File: src/sv/sst_pkg.sv
package sst_pkg;

   // Number of entries the table can hold
   localparam int CAPACITY = 64;
   localparam int CNT_W    = 7;
   localparam int VAL_W    = 32;

   // Request codes; the unused code behaves as a query
   localparam logic [1:0] REQ_QUERY  = 2'd0;
   localparam logic [1:0] REQ_INSERT = 2'd1;
   localparam logic [1:0] REQ_REMOVE = 2'd2;

   typedef struct packed {
      logic [1:0]              req_type;
      logic signed [VAL_W-1:0] value;
   } req_payload_type;

   typedef struct packed {
      logic             was_member;
      logic             status;
      logic [CNT_W-1:0] count_after;
   } rsp_payload_type;

   typedef enum logic [1:0] {
      CELL_HOLD,
      CELL_INS,
      CELL_DEL
   } cell_cmd_type;

   // Broadcast to every cell
   typedef struct packed {
      cell_cmd_type            cmd;
      logic signed [VAL_W-1:0] value;
      logic [CNT_W-1:0]        count;
   } cell_ctrl_type;

   // Compare results from one cell
   typedef struct packed {
      logic above;
      logic match;
   } cell_stat_type;

   typedef enum logic {
      ST_IDLE,
      ST_EXEC
   } ctrl_state_type;

endpackage

File: src/sv/sst_cell.sv
module sst_cell
   import sst_pkg::*;
#(
   parameter int IDX = 0
) (
   input  logic                    clock,
   input  cell_ctrl_type           ctrl,
   input  logic signed [VAL_W-1:0] left_data,
   input  logic                    left_above,
   input  logic signed [VAL_W-1:0] right_data,
   output logic signed [VAL_W-1:0] data,
   output cell_stat_type           stat
);

   logic signed [VAL_W-1:0] data_ff;
   logic signed [VAL_W-1:0] data_in;
   logic                    occupied;

   // Slot holds a live entry when its index is below the count
   assign occupied   = CNT_W'(IDX) < ctrl.count;
   assign stat.above = occupied && (data_ff >= ctrl.value);
   assign stat.match = occupied && (data_ff == ctrl.value);
   assign data       = data_ff;

   // Insert shifts larger entries up; remove pulls them down
   always_comb begin
      case (ctrl.cmd)
         CELL_INS: begin
            if (left_above) begin
               data_in = left_data;
            end else if (stat.above || !occupied) begin
               data_in = ctrl.value;
            end else begin
               data_in = data_ff;
            end
         end
         CELL_DEL: begin
            data_in = stat.above ? right_data : data_ff;
         end
         default: begin
            data_in = data_ff;
         end
      endcase
   end

   always_ff @(posedge clock) begin
      data_ff <= data_in;
   end

endmodule

File: config.mk
export PLATFORM = sky130hd
export DESIGN_NAME = sst_cell
export DESIGN_NICKNAME = d
export VERILOG_FILES = /design/src/sv/sst_pkg.sv /design/src/sv/sst_cell.sv
export SDC_FILE = /design/constraint.sdc
export NUM_CORES = 1
export LEC_CHECK = 0
export ABC_CLOCK_PERIOD_IN_PS = 6100
export BUFFER_PORTS_ARGS = -buffer_cell sky130_fd_sc_hd__clkbuf_2
export CORE_ASPECT_RATIO = 0.7
export CORE_MARGIN = 4
export CORE_UTILIZATION = 49
export CTS_BUF_LIST = sky130_fd_sc_hd__clkbuf_16
export DETAILED_ROUTE_END_ITERATION = 10
export GPL_TIMING_DRIVEN = 1
export PLACE_DENSITY = 0.92
export SLEW_MARGIN = 20
export SYNTH_ARGS = -nofsm -noshare
export SYNTH_HDL_FRONTEND = slang
export SYNTH_SLANG_ARGS = --single-unit
File: constraint.sdc
create_clock -name clock -period 6.1 [get_ports clock]
set_clock_uncertainty 0.05 [all_clocks]
set_input_delay 0 -clock clock [delete_from_list [all_inputs] [get_ports clock]]
set_output_delay 0 -clock clock [all_outputs]
set_load 0.01 [all_outputs]
* After elaboration in Yosys (flattened, before gate mapping) *
Cells that the tools add are included.

operators by class
  magnitude comparators = 2
  equality and inequality tests = 5
  mux-type cells = 4
  reduce and logical (&&, ||, !) cells = 6

operators with widths
  operator                                                   number
  2-to-1 mux 32 bit                                          3
  one-hot mux 32 bit (2 select lines)                        1
  == test 32 bit                                             1
  greater-or-equal comparator 32 bit                         1
  less-than comparator 1 x 7 -> 1 bit, first input constant  1
  != test 3 bit, second input constant                       1
  AND reduction 3 bit                                        1
  == test 2 x 1 -> 1 bit, second input constant              1
  == test 2 bit, second input constant                       1
  logical AND 1 bit                                          2
  != test 2 bit, second input constant                       1
  nonzero test 2 bit                                         1
  zero test 1 bit                                            1
  logical OR 1 bit                                           1

storage, ports and cells
  register bits = 32
  word-level logic and storage cells = 18

* Depth between registers and ports, before layout *
  depth in word-level cells = 6
  depth in mapped cells = 8

* Worst setup path after synthesis *
OpenSTA, ideal clock, no wires.

  path kind = register to register
  from = register data_ff[19], in the netlist data[19]
  to = register data_ff[0], in the netlist data[0], enable pin
  data arrival time = 3.330 ns
  required time = 5.609 ns
  path slack = 2.280 ns
  cell stages (with the launch flop) = 8
  buffers on the path = 0
  clock period less this slack = 3.820 ns
  cell sequence = edfxtp_1 -> ha_1 -> a21oi_1 -> o21ai_0 -> nor4b_1 -> nor4b_1 -> o32ai_1 -> a31oi_1

between the ends
  word-level cells in the longest chain between the ends = 5

ends and longest elaborated chain
  element                                   RTL line        source
  start: declaration                        sst_cell.sv:15  logic signed [VAL_W-1:0] data_ff;
  start signal: assignment                  sst_cell.sv:47  data_ff <= data_in;
  greater-or-equal comparator 32 bit (*)    sst_cell.sv:21  assign stat.above = occupied && (data_ff >= ctrl.value);
  logical AND 1 bit (*)                     sst_cell.sv:21
  logical OR 1 bit                          sst_cell.sv:31  end else if (stat.above || !occupied) begin
  != test 3 bit (no source line)            -
  AND reduction 3 bit (no source line) (*)  -

Mark *: on every way between the ends. The rest lies on a longest branch, timed or not.
A chain may end at the register's enable or synchronous reset.

* Final worst setup path *
  from = register data_ff[19], in the netlist data[19]
  to = register data_ff[4], in the netlist data[4], enable pin

Same word-level chain as after synthesis.

==> results_dict.tcl <==
set metrics [dict create \
    cts_resized 0 \
    drt-initial-drc-count 94 \
    power_density_nw_per_um2 200.5 \
    path_delay_family "compound AO/OA/AOI/OAI gates" \
    synthesis.instances 267 \
    grt_pass1_vias 2635 \
    cts_setup_buffers 0 \
    clockBufferDepth 2 \
    peakVddDrop_uv 146.6 \
    slew_headroom 0.2742 \
    period_share 0.5744 \
    critPathMaxFanout 32 \
    p_total_uw 754.1 \
    violations "negative hold slack" \
    grt_overflow 0 \
    critPathRequiredTime_ns 5.94 \
    drtAntennaViolNets 0 \
    yosysTopAreaCellShare 0.3794 \
    syn_area_um2 2532 \
    cp_slowest_stage_delay_ns 0.90 \
    synth_nets 406 \
    io_pins 141 \
    tightest_slew_ns 1.089 \
    fmax_mhz 285.4 \
    timing.setup.tns_ns 0 \
    clkLatencyLatePin_ns 0.27 \
    dp_hpwl_um 5705 \
    setup_viol 0 \
    area_delta_synth_final_pct 48.52 \
    die_w_um 93.93 \
    wl_per_cell_um 15.75 \
    path_cells "ha_1, a21oi_1, o21ai_0, nor4b_1, nor4b_1, o32ai_1, a31oi_4" \
    grt.total_usage 0.2479 \
    synth.distinct_cells 31 \
    num_antenna_cells 0 \
    grt_max_degree 66 \
    core_region_area_um2 4887 \
    drv_cap 0 \
    antenna_found_initial 0 \
    gp_congestion 0.7623 \
    fp.dieH_um 68.15 \
    start_util 0.5182 \
    outcome "finished, violations left" \
    clkSinkCount 32 \
    synth.avg_cell_area_um2 9.485 \
    worst-path-buf-inv 0 \
    end_kind "flip-flop" \
    cts.reportedPaths.clkPinSlew_ns 0.05 \
    root_buffer "clkbuf_16" \
    timing_hold_violations_final 1 \
    drive_gt1_frac 0.3509 \
    worst-setup-path-type "reg -> reg" \
    ys_warn_count 0 \
    port_buffers 140 \
    vias 2617 \
    drc_errors 0 \
    hold_class "in -> reg" \
    ys_seq_elements 32 \
    grt_pass1_wl_um 12090 \
    crit_slowest_cell "a31oi_4" \
    first_pass_iters 5 \
    cts_buffers 5 \
    final_core_util 0.7696 \
    viasPerCell 5.182 \
    wl_um 7954 \
    ys_top_cells_by_area "edfxtp_1 38%, ha_1 16%, mux2i_1 13%, o21ai_0 6.7%, nand2_1 5.5%" \
    cts_tree "yes" \
    synth_area_leader_cell "edfxtp_1" \
    dieArea_um2 6401 \
    ctsHtreeMaxLevel 2 \
    yosysSeqAreaShare 0.3794 \
    finalMaxSlewViolations 0 \
    largest_reg_flops 32 \
    cp_common_cell "nor4b_1" \
    power.leakage_uw 0.001925 \
    min_period_ns 3.504 \
    crit_path_start_kind "flip-flop" \
    fin_nets 574 \
    placementRows 21 \
    whs_ns -0.004459 \
    rsz0062_at_grt "no" \
    critical_path_arrival_ns 3.34 \
]
## worst register-to-register path, stage by stage (launching register included)
cell	delay, ns
edfxtp_1	0.39
ha_1	0.33
a21oi_1	0.16
o21ai_0	0.10
nor4b_1	0.15
nor4b_1	0.77
o32ai_1	0.26
a31oi_4	0.90
## cells in the final DEF, fill, tap and decap left out, types with 2 or more instances in the layout
| master | synthesis | final |
|---|---|---|
| a211oi_1 | 2 | 2 |
| a21o_1 | 3 | 3 |
| a21oi_1 | 13 | 13 |
| and3_1 | 2 | 2 |
| clkbuf_16 | 0 | 5 |
| clkbuf_2 | 0 | 140 |
| dlygate4sd3_1 | 0 | 30 |
| edfxtp_1 | 32 | 32 |
| ha_1 | 32 | 32 |
| inv_1 | 32 | 34 |
| mux2i_1 | 32 | 32 |
| nand2_1 | 37 | 37 |
| nand3_1 | 7 | 7 |
| nand4_1 | 7 | 7 |
| nor2_1 | 3 | 3 |
| nor2b_1 | 4 | 3 |
| nor4b_1 | 2 | 2 |
| o21ai_0 | 34 | 34 |
## synth_stat cells, drive strengths merged
cell	count
nor2b	4
nor4	3
o211ai	1
edfxtp	32
o31ai	1
and3	2
inv	32
clkbuf	8
a211oi	2
o21ai	35
a21boi	1
and2b	1
buf	3
or4	1
a21o	3
nand2	37
nand4	7
a221o	1
nor3	1
nor4b	2
o32ai	1
a31oi	1
ha	32
a21oi	13
and4	1
nor2	3
nand3	7
mux2i	32
## cell type report
type	count	area (um2)
flip-flops and latches	32	960.9
multi-input cells	192	1429
repair buffers	172	1028
well taps	69	86.33
inverters	32	120.1
fillers	362	1126
clock inverters	3	11.26
clock buffers	5	125.1
## metal layers
layer	global-route usage	share of wire	up-vias
met2	0.4704	0.51	123
met4	0.07928	0.016	0
met3	0.07033	0.083	15
met1	0.2707	0.39	1169
met5	0	0	-
li1	-	-	1310
## per-stage QoR
| step | instances | instance area, um2 | hold WS (ns) | setup slack (ns) |
|---|---|---|---|---|
| CTS | 504 | 3741 | 0.0003497 | 2.566 |
| global placement | 466 | 3304 | 0.2278 | 2.748 |
| global route | 505 | 3761 | 0.002111 | 2.362 |
| finish | 505 | 3761 | -0.004459 | 2.596 |
| floorplan | 267 | 2532 | 0.1371 | 2.280 |
| detailed placement | 466 | 3304 | 0.2297 | 2.563 |
## final timing paths
check / startpoint / to / slack [ns] / depth (start not counted)
min: right_data[25] / data[25] / -0.004 / 3
max reg2reg: data[19] / data[4] / 2.60 / 7
max: data[19] / data[4] / 2.60 / 7
min reg2reg: data[31] / data[15] / 1.37 / 3
## what timing repair did
action,4_1_cts,5_1_grt
endpoints found under the setup margin,0,0
hold endpoints to repair,30,0
hold buffers,30,0
## kinds of logic after synthesis
logic type | Yosys count | share of synthesized area
compound gates | 59 | 0.1299
flops | 32 | 0.3794
simple gates | 69 | 0.1408
mux | 32 | 0.1265
buf+inv | 43 | 0.06522
fa+ha+maj | 32 | 0.1581
## power by group
| part | total [uW] | switching, uW | internal [uW] |
|---|---|---|---|
| sequential | 293 | 14.1 | 279 |
| combinational | 230 | 123 | 107 |
| clock | 231 | 84.7 | 146 |
| total | 754 | 221 | 533 |
Note: power is estimated with default switching activity, not from simulation.
